<file path="src/design/fgs_pkg.sv">
// fgs_pkg: shared constants, status codes and control structs of the
// FAT32 geometry solver. No dependencies.
package fgs_pkg;

    // defaults for the top-level parameters
    localparam int unsigned RESERVED_SECTORS_DEF  = 32;
    localparam int unsigned MAX_CLUSTER_BYTES_DEF = 32768;

    // result status codes
    localparam logic [1:0] ST_OK       = 2'd0;
    localparam logic [1:0] ST_INVALID  = 2'd1;
    localparam logic [1:0] ST_OVERFLOW = 2'd2;

    // FAT32 cluster count window
    localparam logic [31:0] MIN_CLUSTERS = 32'd65525;
    localparam logic [31:0] MAX_CLUSTERS = 32'h0fff_ffee;

    // FAT length search bounds fit 26 bits; one spare
    localparam int unsigned SEARCH_W = 27;

    // controller -> datapath
    typedef struct packed {
        logic load;       // capture request, pre-check result, first size
        logic calc_hi;    // upper FAT length bound for current size
        logic init_lo;    // lower bound = 1
        logic calc_mid;   // midpoint of bounds
        logic step;       // narrow bounds by the midpoint test
        logic next_size;  // double cluster size
        logic take_ok;    // write a good layout to the result register
        logic take_fail;  // write an error result
    } fgs_cmd_t;

    // datapath -> controller
    typedef struct packed {
        logic [1:0] pre_status;  // argument check of the word at the input
        logic       size_fits;   // cluster bytes within limit
        logic       hi_skip;     // largest FAT leaves no data area
        logic       search_done; // lo >= hi
        logic       clus_ok;     // cluster count within FAT32 window
    } fgs_stat_t;

endpackage

</file>
<file path="src/design/fgs_datapath.sv">
// fgs_datapath: request registers, FAT length binary search and result
// register of the geometry solver. Depends on fgs_pkg.
module fgs_datapath #(
    parameter int unsigned RESERVED_SECTORS  = fgs_pkg::RESERVED_SECTORS_DEF,
    parameter int unsigned MAX_CLUSTER_BYTES = fgs_pkg::MAX_CLUSTER_BYTES_DEF
) (
    input  logic             aclk,
    input  logic [63:0]      s_total,
    input  logic [15:0]      s_bps,
    input  logic [63:0]      s_hidden,
    input  fgs_pkg::fgs_cmd_t  cmd,
    output fgs_pkg::fgs_stat_t stat,
    output logic [1:0]       res_status,
    output logic [6:0]       res_spc,
    output logic [31:0]      res_fat,
    output logic [27:0]      res_clus,
    output logic [31:0]      res_data
);
    import fgs_pkg::*;

    localparam logic [33:0] RSV = 34'(RESERVED_SECTORS);
    localparam logic [19:0] MCB = 20'(MAX_CLUSTER_BYTES);

    logic [31:0]         total_reg;
    logic [3:0]          k_reg;      // log2 of bytes per sector
    logic [2:0]          s_reg;      // log2 of sectors per cluster
    logic [1:0]          err_reg;
    logic [SEARCH_W-1:0] lo_reg, hi_reg, mid_reg;
    logic [1:0]          status_reg;
    logic [6:0]          spc_reg;
    logic [31:0]         fat_reg;
    logic [27:0]         clus_reg;
    logic [31:0]         data_reg;

    logic [3:0]          k_in;
    logic                bps_ok;
    logic                total_bad;
    logic [1:0]          pre_status;
    logic [34:0]         q_val, t_val;
    logic [SEARCH_W-1:0] hi_calc, mid_calc;
    logic [33:0]         c_val, data_val, clus_val;
    logic [37:0]         entries;
    logic                ent_hit;
    logic [19:0]         size_val;

    // argument check on the incoming word
    always_comb begin
        bps_ok = 1'b1;
        case (s_bps)
            16'd512:  k_in = 4'd9;
            16'd1024: k_in = 4'd10;
            16'd2048: k_in = 4'd11;
            16'd4096: k_in = 4'd12;
            default: begin
                k_in   = 4'd9;
                bps_ok = 1'b0;
            end
        endcase
        total_bad = (s_total[63:32] != 32'd0) || ({2'b0, s_total[31:0]} <= RSV);
        if (!bps_ok || total_bad) begin
            pre_status = ST_INVALID;
        end else if (s_hidden[63:32] != 32'd0) begin
            pre_status = ST_OVERFLOW;
        end else begin
            pre_status = ST_OK;
        end
    end

    // hi = ((total/spc + 2) * 4 + bps - 1) / bps
    assign q_val   = {3'b0, total_reg} >> s_reg;
    assign t_val   = ((q_val + 35'd2) << 2) + ((35'd1 << k_reg) - 35'd1);
    assign hi_calc = SEARCH_W'(t_val >> k_reg);

    assign mid_calc = lo_reg + ((hi_reg - lo_reg) >> 1);

    // clusters left beside a FAT of mid sectors vs. entries it holds
    assign c_val   = ({2'b0, total_reg} - RSV - {6'b0, mid_reg, 1'b0}) >> s_reg;
    assign entries = {11'b0, mid_reg} << (k_reg - 4'd2);
    assign ent_hit = entries >= ({4'b0, c_val} + 38'd2);

    assign data_val = RSV + {6'b0, lo_reg, 1'b0};
    assign clus_val = ({2'b0, total_reg} - data_val) >> s_reg;

    assign size_val = 20'd1 << (5'(s_reg) + 5'(k_reg));

    assign stat.pre_status  = pre_status;
    assign stat.size_fits   = size_val <= MCB;
    assign stat.hi_skip     = (RSV + {6'b0, hi_reg, 1'b0}) >= {2'b0, total_reg};
    assign stat.search_done = lo_reg >= hi_reg;
    assign stat.clus_ok     = (clus_val >= 34'(MIN_CLUSTERS))
                           && (clus_val <= 34'(MAX_CLUSTERS));

    always_ff @(posedge aclk) begin
        if (cmd.load) begin
            total_reg <= s_total[31:0];
            k_reg     <= k_in;
            s_reg     <= 3'd0;
            err_reg   <= pre_status;
        end
        if (cmd.calc_hi) begin
            hi_reg <= hi_calc;
        end
        if (cmd.init_lo) begin
            lo_reg <= SEARCH_W'(1);
        end
        if (cmd.calc_mid) begin
            mid_reg <= mid_calc;
        end
        if (cmd.step) begin
            if (ent_hit) begin
                hi_reg <= mid_reg;
            end else begin
                lo_reg <= mid_reg + SEARCH_W'(1);
            end
        end
        if (cmd.next_size) begin
            s_reg <= s_reg + 3'd1;
        end
        if (cmd.take_ok) begin
            status_reg <= ST_OK;
            spc_reg    <= 7'd1 << s_reg;
            fat_reg    <= 32'(lo_reg);
            clus_reg   <= clus_val[27:0];
            data_reg   <= data_val[31:0];
        end else if (cmd.take_fail) begin
            // no fitting size leaves err_reg at ok
            status_reg <= (err_reg == ST_OK) ? ST_INVALID : err_reg;
            spc_reg    <= 7'd0;
            fat_reg    <= 32'd0;
            clus_reg   <= 28'd0;
            data_reg   <= 32'd0;
        end
    end

    assign res_status = status_reg;
    assign res_spc    = spc_reg;
    assign res_fat    = fat_reg;
    assign res_clus   = clus_reg;
    assign res_data   = data_reg;

endmodule

</file>
<file path="src/design/fgs_ctrl.sv">
// fgs_ctrl: sequencing state machine of the geometry solver; drives the
// datapath commands and both handshakes. Depends on fgs_pkg.
module fgs_ctrl (
    input  logic               aclk,
    input  logic               aresetn,
    input  logic               s_tvalid,
    output logic               s_tready,
    output logic               m_tvalid,
    input  logic               m_tready,
    input  fgs_pkg::fgs_stat_t stat,
    output fgs_pkg::fgs_cmd_t  cmd
);
    import fgs_pkg::*;

    localparam logic [2:0] S_IDLE   = 3'd0;
    localparam logic [2:0] S_SIZE   = 3'd1;
    localparam logic [2:0] S_SKIP   = 3'd2;
    localparam logic [2:0] S_MID    = 3'd3;
    localparam logic [2:0] S_CMP    = 3'd4;
    localparam logic [2:0] S_CHECK  = 3'd5;
    localparam logic [2:0] S_FINISH = 3'd6;

    logic [2:0] state_reg, state_next;
    logic       fin_ok_reg, fin_ok_next;
    logic       m_tvalid_reg, m_tvalid_next;

    always_comb begin
        state_next    = state_reg;
        fin_ok_next   = fin_ok_reg;
        m_tvalid_next = m_tvalid_reg && !m_tready;
        cmd           = '0;
        s_tready      = 1'b0;
        case (state_reg)
            S_IDLE: begin
                s_tready = 1'b1;
                if (s_tvalid) begin
                    cmd.load = 1'b1;
                    if (stat.pre_status != ST_OK) begin
                        fin_ok_next = 1'b0;
                        state_next  = S_FINISH;
                    end else begin
                        state_next = S_SIZE;
                    end
                end
            end
            S_SIZE: begin
                if (stat.size_fits) begin
                    cmd.calc_hi = 1'b1;
                    state_next  = S_SKIP;
                end else begin
                    fin_ok_next = 1'b0;
                    state_next  = S_FINISH;
                end
            end
            S_SKIP: begin
                if (stat.hi_skip) begin
                    cmd.next_size = 1'b1;
                    state_next    = S_SIZE;
                end else begin
                    cmd.init_lo = 1'b1;
                    state_next  = S_MID;
                end
            end
            S_MID: begin
                if (stat.search_done) begin
                    state_next = S_CHECK;
                end else begin
                    cmd.calc_mid = 1'b1;
                    state_next   = S_CMP;
                end
            end
            S_CMP: begin
                cmd.step   = 1'b1;
                state_next = S_MID;
            end
            S_CHECK: begin
                if (stat.clus_ok) begin
                    fin_ok_next = 1'b1;
                    state_next  = S_FINISH;
                end else begin
                    cmd.next_size = 1'b1;
                    state_next    = S_SIZE;
                end
            end
            S_FINISH: begin
                if (!m_tvalid_reg || m_tready) begin
                    cmd.take_ok   = fin_ok_reg;
                    cmd.take_fail = !fin_ok_reg;
                    m_tvalid_next = 1'b1;
                    state_next    = S_IDLE;
                end
            end
            default: begin
                state_next = S_IDLE;
            end
        endcase
    end

    always_ff @(posedge aclk) begin
        if (!aresetn) begin
            state_reg    <= S_IDLE;
            fin_ok_reg   <= 1'b0;
            m_tvalid_reg <= 1'b0;
        end else begin
            state_reg    <= state_next;
            fin_ok_reg   <= fin_ok_next;
            m_tvalid_reg <= m_tvalid_next;
        end
    end

    assign m_tvalid = m_tvalid_reg;

endmodule

</file>
<file path="src/design/fat32_geometry_solver.sv">
// fat32_geometry_solver: top level of the FAT32 volume layout solver.
// Instantiates fgs_ctrl and fgs_datapath; uses fgs_pkg.
//
//  channel | dir | tdata (low bit up)                         | tuser
//  --------+-----+--------------------------------------------+--------
//  s_      | in  | total_sectors 64, bytes_per_sector 16,      | -
//          |     | hidden_count 64                            |
//  m_      | out | cluster_sectors 7, fat_length 32,           | status 2
//          |     | cluster_count 28, data_start 32, pad 5     |
//
// One word in flight. An argument error goes straight to the result. Each
// cluster size tried runs a size check, a skip check, a midpoint and a
// compare step per binary search step (about 26 steps at most, log2 of the
// FAT bound) and a cluster count check; up to all seven sizes run in turn.
// Reset (aresetn low, synchronous) empties the output register and
// returns to idle. A stalled result holds the solver in its finish step;
// a new word is still taken while that result waits.
module fat32_geometry_solver #(
    parameter int unsigned RESERVED_SECTORS  = fgs_pkg::RESERVED_SECTORS_DEF,
    parameter int unsigned MAX_CLUSTER_BYTES = fgs_pkg::MAX_CLUSTER_BYTES_DEF
) (
    input  logic         aclk,
    input  logic         aresetn,
    // request word
    input  logic         s_tvalid,
    output logic         s_tready,
    input  logic [143:0] s_tdata,   // total_sectors, bytes_per_sector, hidden_count
    // result word
    output logic         m_tvalid,
    input  logic         m_tready,
    output logic [103:0] m_tdata,   // cluster_sectors, fat_length, cluster_count,
                                    // data_start, zero pad
    output logic [1:0]   m_tuser    // status
);
    import fgs_pkg::*;

    fgs_cmd_t    cmd;
    fgs_stat_t   stat;
    logic [6:0]  res_spc;
    logic [31:0] res_fat;
    logic [27:0] res_clus;
    logic [31:0] res_data;

    fgs_ctrl u_ctrl (
        .aclk     (aclk),
        .aresetn  (aresetn),
        .s_tvalid (s_tvalid),
        .s_tready (s_tready),
        .m_tvalid (m_tvalid),
        .m_tready (m_tready),
        .stat     (stat),
        .cmd      (cmd)
    );

    fgs_datapath #(
        .RESERVED_SECTORS  (RESERVED_SECTORS),
        .MAX_CLUSTER_BYTES (MAX_CLUSTER_BYTES)
    ) u_dp (
        .aclk       (aclk),
        .s_total    (s_tdata[63:0]),
        .s_bps      (s_tdata[79:64]),
        .s_hidden   (s_tdata[143:80]),
        .cmd        (cmd),
        .stat       (stat),
        .res_status (m_tuser),
        .res_spc    (res_spc),
        .res_fat    (res_fat),
        .res_clus   (res_clus),
        .res_data   (res_data)
    );

    assign m_tdata = {5'b0, res_data, res_clus, res_fat, res_spc};

    // error results carry no layout
    a_err_zero: assert property (@(posedge aclk) disable iff (!aresetn)
        m_tvalid && (m_tuser != ST_OK) |-> (m_tdata == '0))
        else $error("error result with nonzero layout");

    // data area starts after reserved sectors and both FATs
    a_data_start: assert property (@(posedge aclk) disable iff (!aresetn)
        m_tvalid && (m_tuser == ST_OK) |->
        ({2'b0, res_data} == (34'(RESERVED_SECTORS) + {1'b0, res_fat, 1'b0})))
        else $error("data_start does not match fat_length");

    // a good layout is always a FAT32-sized one
    a_clus_min: assert property (@(posedge aclk) disable iff (!aresetn)
        m_tvalid && (m_tuser == ST_OK) |->
        ({4'b0, res_clus} >= MIN_CLUSTERS) && (res_spc != 7'd0))
        else $error("good layout below minimum cluster count");

    // one request at a time
    a_one_busy: assert property (@(posedge aclk) disable iff (!aresetn)
        s_tvalid && s_tready |=> !s_tready)
        else $error("second word taken while solving");

endmodule

</file>
<file path="config.mk">
export PLATFORM = sky130hd
export DESIGN_NAME = fat32_geometry_solver
export DESIGN_NICKNAME = d
export VERILOG_FILES = /design/src/design/fgs_pkg.sv /design/src/design/fgs_datapath.sv /design/src/design/fgs_ctrl.sv /design/src/design/fat32_geometry_solver.sv
export SDC_FILE = /design/constraint.sdc
export NUM_CORES = 1
export LEC_CHECK = 0
export ABC_CLOCK_PERIOD_IN_PS = 10200
export BUFFER_PORTS_ARGS = -buffer_cell sky130_fd_sc_hd__clkbuf_2
export CORE_ASPECT_RATIO = 0.9
export CORE_MARGIN = 2
export CORE_UTILIZATION = 39
export DETAILED_ROUTE_END_ITERATION = 10
export PLACE_DENSITY = 0.66
export SYNTH_ARGS = -nofsm -noshare
export SYNTH_HDL_FRONTEND = slang
export SYNTH_SLANG_ARGS = --single-unit
export TNS_END_PERCENT = 10
</file>
<file path="constraint.sdc">
create_clock -name aclk -period 10.2 [get_ports aclk]
set_input_delay 1.02 -clock aclk [delete_from_list [all_inputs] [get_ports aclk]]
set_output_delay 1.02 -clock aclk [all_outputs]
set_load 0.02 [all_outputs]
</file>
==> impl_metrics.json, run 1 <==
{
  "run_status": "finished, final reports clean",
  "clock_path_buffers": 3,
  "place.gp.congestion": 1.001,
  "overflow": 0,
  "maxSlewViolCount": 0,
  "std_cell_rows": 93,
  "vias": 28348,
  "grt_max_degree": 119,
  "post-route-min-period_ns": 9.257,
  "cap_violations": 0,
  "min_from": "u_dp.res_status[1]$_SDFFE_PP0P_",
  "synth.area.top_cells": "edfxtp_1 16%, ha_1 9.9%, xnor2_1 5.8%",
  "worst-r2r-cell-count": 29,
  "critPathKind": "flip-flop to flip-flop",
  "r2r-end": "u_dp.hi_reg[2]$_DFF_P_",
  "tightest_slew_ns": 1.168,
  "synthArstFlopShare": 0,
  "root_buffer": "clkbuf_16",
  "crit_slowest_cell": "nor4_1",
  "ioPinCount": 256,
  "first_iter_violations": 3384,
  "seq_area_frac_synth": 0.2071,
  "hold_buffers": 0,
  "rsz0062_at_grt": "false",
  "finalSetupViolCount": 0,
  "syn-instance-count": 3543,
  "critPathMaxStageDelay_ns": 0.76,
  "largest_reg_flops": 32,
  "hold_depth": 2,
  "die_h_um": 258.6,
  "ys_top_cells_by_count": "378 x nor2_1, 303 x nand2_1, 242 x a21oi_1, 223 x ha_1, 194 x inv_1",
  "cts_buffers": 24,
  "rrSetupSlack_ns": 0.94,
  "nets": 4005,
  "drive_gt1_frac": 0.1188,
  "wirelength_um": 106000,
  "area_growth_pct": 8.999,
  "grtUsageTotal": 0.2747,
  "path_clk_slew_ns": 0.06,
  "synth_seq_cells": 214,
  "ctsResizeCount": 0,
  "die_w_um": 286.9,
  "synth_top_area_share": 0.1636,
  "hold_class": "flip-flop to flip-flop",
  "synth_edf_count": 153,
  "cp_data_arrival_time_ns": 9.73,
  "cp_max_fo": 28,
  "cts_tree": "done",
  "drc": 0,
  "timing.fmax_mhz": 108.0,
  "die-area_um2": 74180,
  "reg2reg_from": "u_dp.total_reg[7]$_DFFE_PP_",
  "diodes": 0,
  "cts.sink_count": 214,
  "yosys_warnings": 0,
  "startpoint_type": "flip-flop",
  "slew_headroom": 0.2130,
  "port_buffers": 209,
  "initial_core_util": 0.3931,
  "fin_util": 0.4285,
  "yosysTopAreaCell": "edfxtp_1",
  "endpoint_kind": "flip-flop",
  "hold_violations": 0,
  "syn_area_per_cell_um2": 7.927,
  "viasPerCell": 6.168,
  "cp.required_ns": 10.67,
  "timing.final.crit_share": 0.9076,
  "ant_nets": 0,
  "tns_ns": 0,
  "syn_area_um2": 28090,
  "finalClockSkew_ns": 0.05067,
  "design.core.area_um2": 71450,
  "htreeDepth": 1,
  "synth.distinct_cells": 107,
  "routedWlPerCell_um": 23.06,
  "clock_latency_ns": 0.58,
  "grt_pass1_wl_um": 158500,
  "synth.most_common_cell": "nor2_1",
  "hold_end": "u_dp.res_status[1]$_SDFFE_PP0P_",
  "whs_ns": 0.4912,
  "hpwl_um": 85350,
  "cts_setup_buffers": 0,
  "antenna_found_initial": 2,
  "firstDrtPassIters": 6,
  "grt_pass1_vias": 25546,
  "synth_ff_type": "edfxtp_1"
}
metrics by stage:
stage               cell area (um^2)  setup slack (ns)  instances
floorplan                      28130             1.543       3556
global placement               29810             1.230       4552
detailed placement             29810             1.135       4552
CTS                            30610             1.071       4596
global route                   30610            0.2568       4596
finish                         30610            0.9428       4596
critical path, delay by kind of cell, from the launching register on:
| kind | cells | cell delay (ns) |
|---|---|---|
| and+or+nand+nor | 13 | 4.09 |
| AOI/OAI and AO/OA | 9 | 2.47 |
| adders and majority gates | 2 | 0.77 |
| DFF | 1 | 0.65 |
| muxes | 2 | 0.56 |
| buffers and inverters | 2 | 0.52 |
| xor gates and xnor gates | 1 | 0.11 |
how the worst max path moves through the flow:
stage	startpoint	endpoint	slack, ns	depth (start not counted)
floorplan	m_tready	u_dp.res_clus[0]$_SDFFCE_PN0P_	1.54	6
global placement	u_dp.total_reg[7]$_DFFE_PP_	u_dp.lo_reg[11]$_DFF_P_	1.23	30
detailed placement	u_dp.total_reg[7]$_DFFE_PP_	u_dp.lo_reg[11]$_DFF_P_	1.14	27
CTS	u_dp.total_reg[7]$_DFFE_PP_	u_dp.lo_reg[11]$_DFF_P_	1.07	27
global route	u_dp.total_reg[7]$_DFFE_PP_	u_dp.hi_reg[20]$_DFF_P_	0.26	28
finish	u_dp.total_reg[7]$_DFFE_PP_	u_dp.hi_reg[2]$_DFF_P_	0.94	29
metal layers:
layer	GRT usage	routed length [um]
met5	0	0
met1	0.4082	47550
met3	0.04718	10930
met2	0.4027	44040
met4	0.08189	3465
cell families (layout without fill, tap and decap cells):
family | count (synthesis) | count (layout) | share of synthesized area
AO/OA/AOI/OAI | 975 | 975 | 0.2350
flip-flops | 214 | 214 | 0.2071
AND/OR/NAND/NOR | 1267 | 1267 | 0.2209
XOR/XNOR | 257 | 257 | 0.08014
adder cells (fa/ha/maj) | 229 | 229 | 0.1036
multiplexers | 196 | 196 | 0.09369
other | 1 | 14 | 0.0001335
buffers and inverters | 404 | 494 | 0.05947
cell type report:
| cell class | instances | area [um^2] |
|---|---|---|
| clock buffers | 35 | 724.4 |
| clock inverters | 9 | 73.82 |
| fillers | 7289 | 40830 |
| inverters | 196 | 737.0 |
| multi-input cells | 2938 | 20660 |
| flip-flops and latches | 214 | 5816 |
| well taps | 950 | 1189 |
| repair buffers | 254 | 1409 |
layout by cell type (no fill, tap or decap), types with 33 or more instances in the layout:
cell      synthesis  layout
nor2_1          378     377
nand2_1         303     302
a21oi_1         242     242
ha_1            223     223
clkbuf_2          0     209
inv_1           194     193
xnor2_1         185     185
o21ai_0         171     171
edfxtp_1        153     153
mux2i_1         120     120
nand3_1         100     100
a21o_1           92      92
nor3_1           82      80
xor2_1           72      72
nand4_1          65      65
dfxtp_1          61      61
nor4_1           54      54
and3_1           53      53
mux4_2           51      51
and2_1           46      45
buf_4            26      43
a211oi_1         42      42
o21a_1           41      41
a31oi_1          37      37
o211ai_1         33      33
Power of run 1 is not shown: default switching activity piles up to over one toggle a cycle in this logic, so the estimate is an artifact.
==> inputs of run 2 (changes only) <==
- ABC_CLOCK_PERIOD_IN_PS: 10200 -> 7900
- BUFFER_PORTS_ARGS: -buffer_cell sky130_fd_sc_hd__clkbuf_2 -> unset
- DONT_BUFFER_PORTS: unset -> 1
- PLACE_DENSITY: 0.66 -> 0.65
- clock period: 10.2 -> 7.9 ns (I/O delays scaled with it)
==> run 2 against run 1 <==
  * Design area up 3.4%
  * Cell count up 0.44%
  * Via count rose by 1.6%
  * Flip-flop and latch count unchanged
  * Highest routed layer is now met5
==> impl_metrics.json, run 2 (synthesis gave the netlist of run 1 again) <==
{
  "cts.sink_count": 214,
  "cts_tree": "done",
  "critPathKind": "flip-flop to flip-flop",
  "reg2reg_from": "u_dp.total_reg[1]$_DFFE_PP_",
  "critPathLaunch": "u_dp.total_reg[1]$_DFFE_PP_",
  "rrSetupSlack_ns": 0.27,
  "first_iter_violations": 3507,
  "vias": 28810,
  "cp_max_fo": 7,
  "overflow": 0,
  "die-area_um2": 74180,
  "cp_data_arrival_time_ns": 7.99,
  "endpoint_kind": "flip-flop",
  "maxSlewViolCount": 0,
  "cp.required_ns": 8.26,
  "die_h_um": 258.6,
  "firstDrtPassIters": 8,
  "final_common_cell": "nor2_1",
  "grt_max_degree": 92,
  "hold_buffers": 0,
  "viasPerCell": 6.241,
  "slew_headroom": 0.2484,
  "largest_reg_flops": 32,
  "crit_slowest_cell": "or4b_4",
  "nets": 4023,
  "finalSetupViolCount": 0,
  "wirelength_um": 111800,
  "htreeDepth": 1,
  "hold_depth": 0,
  "design.core.area_um2": 71450,
  "hold_violations": 0,
  "routedWlPerCell_um": 24.22,
  "hpwl_um": 90530,
  "grt_pass1_wl_um": 163300,
  "port_buffers": 0,
  "rsz0062_at_grt": "true",
  "drc": 0,
  "tns_ns": 0,
  "startpoint_type": "flip-flop",
  "timing.final.crit_share": 0.9655,
  "cap_violations": 0,
  "final_cell_mix": "372 x nor2_1, 301 x nand2_1, 262 x buf_4, 234 x a21oi_1, 222 x ha_1",
  "critPathMaxStageDelay_ns": 0.57,
  "grtUsageTotal": 0.2871,
  "post-route-min-period_ns": 7.628,
  "clock_latency_ns": 0.57,
  "finalClockSkew_ns": 0.04419,
  "place.gp.congestion": 1.039,
  "die_w_um": 286.9,
  "tightest_slew_ns": 1.121,
  "hold_end": "u_dp.total_reg[11]$_DFFE_PP_",
  "critical_path.top_delay_family": "simple AND/OR/NAND/NOR gates",
  "area_growth_pct": 12.73,
  "path_clk_slew_ns": 0.07,
  "root_buffer": "clkbuf_16",
  "run_status": "finished, final reports clean",
  "cts_buffers": 25,
  "initial_core_util": 0.3931,
  "cp_num_buf_inv": 7,
  "std_cell_rows": 93,
  "clock_path_buffers": 3,
  "drive_gt1_frac": 0.1381,
  "grt_pass1_vias": 25869,
  "ioPinCount": 256,
  "timing.fmax_mhz": 131.1,
  "antenna_found_initial": 1,
  "worst-r2r-cell-count": 30,
  "hold_class": "primary input to flip-flop",
  "ant_nets": 0,
  "dpl_cell_area_um2": 30390,
  "r2r-end": "u_dp.hi_reg[1]$_DFF_P_",
  "fin_area_um2": 31660,
  "min_from": "s_tdata[11]"
}
-- run 2: cell types whose count changed in the layout (fill, tap and decap cells not counted), sizes merged --
cell | before | now
buf | 45 | 270
clkbuf | 244 | 34
bufinv | 0 | 2
inv | 197 | 199
clkinv | 8 | 7
clkinvlp | 0 | 1
diode | 0 | 1
-- run 2: per-stage QoR --
step / std cells / hold slack [ns] / util / setup WS, ns
finish: 4616 / 0.3103 / 0.4432 / 0.2722
global route: 4615 / 0.3079 / 0.4431 / -0.08047
CTS: 4603 / 0.3032 / 0.4372 / 0.01102
detailed placement: 4557 / 0.4899 / 0.4254 / -0.1266
global placement: 4557 / 0.4827 / 0.4254 / -0.04928
floorplan: 3556 / 0.4532 / - / -0.2470
-- run 2: timing repair --
action                                  CTS  global route
gates cloned                              0             1
pin swaps                                 2            25
gates resized for setup                   3            73
setup buffers                             0            11
endpoints found under the setup margin   45            54
-- run 2: worst max-delay path by stage --
stage	cells past startpoint	to	slack, ns
floorplan	34	u_dp.lo_reg[0]$_DFF_P_	-0.25
global placement	35	u_dp.lo_reg[11]$_DFF_P_	-0.05
detailed placement	35	u_dp.lo_reg[11]$_DFF_P_	-0.13
CTS	34	u_dp.lo_reg[11]$_DFF_P_	0.01
global route	35	u_dp.hi_reg[1]$_DFF_P_	-0.08
finish	30	u_dp.hi_reg[1]$_DFF_P_	0.27
-- run 2: layer usage --
layer	vias up	GRT usage	routed length (um)
li1	13356	-	-
met1	13631	0.4163	48570
met2	1612	0.4166	45760
met3	209	0.06012	12850
met4	2	0.1021	4516
met5	-	0.009615	97
-- run 2: layout make-up --
cell class | count | area, um^2
Fill cell | 7178 | 39780
Clock buffer | 33 | 696.9
Inverter | 196 | 737.0
Clock inverter | 13 | 132.6
Multi-Input combinational cell | 2938 | 21000
Antenna cell | 1 | 2.502
Sequential cell | 214 | 5816
Tap cell | 950 | 1189
Timing Repair Buffer | 271 | 2085
Power of run 2 is left out for the same reason.
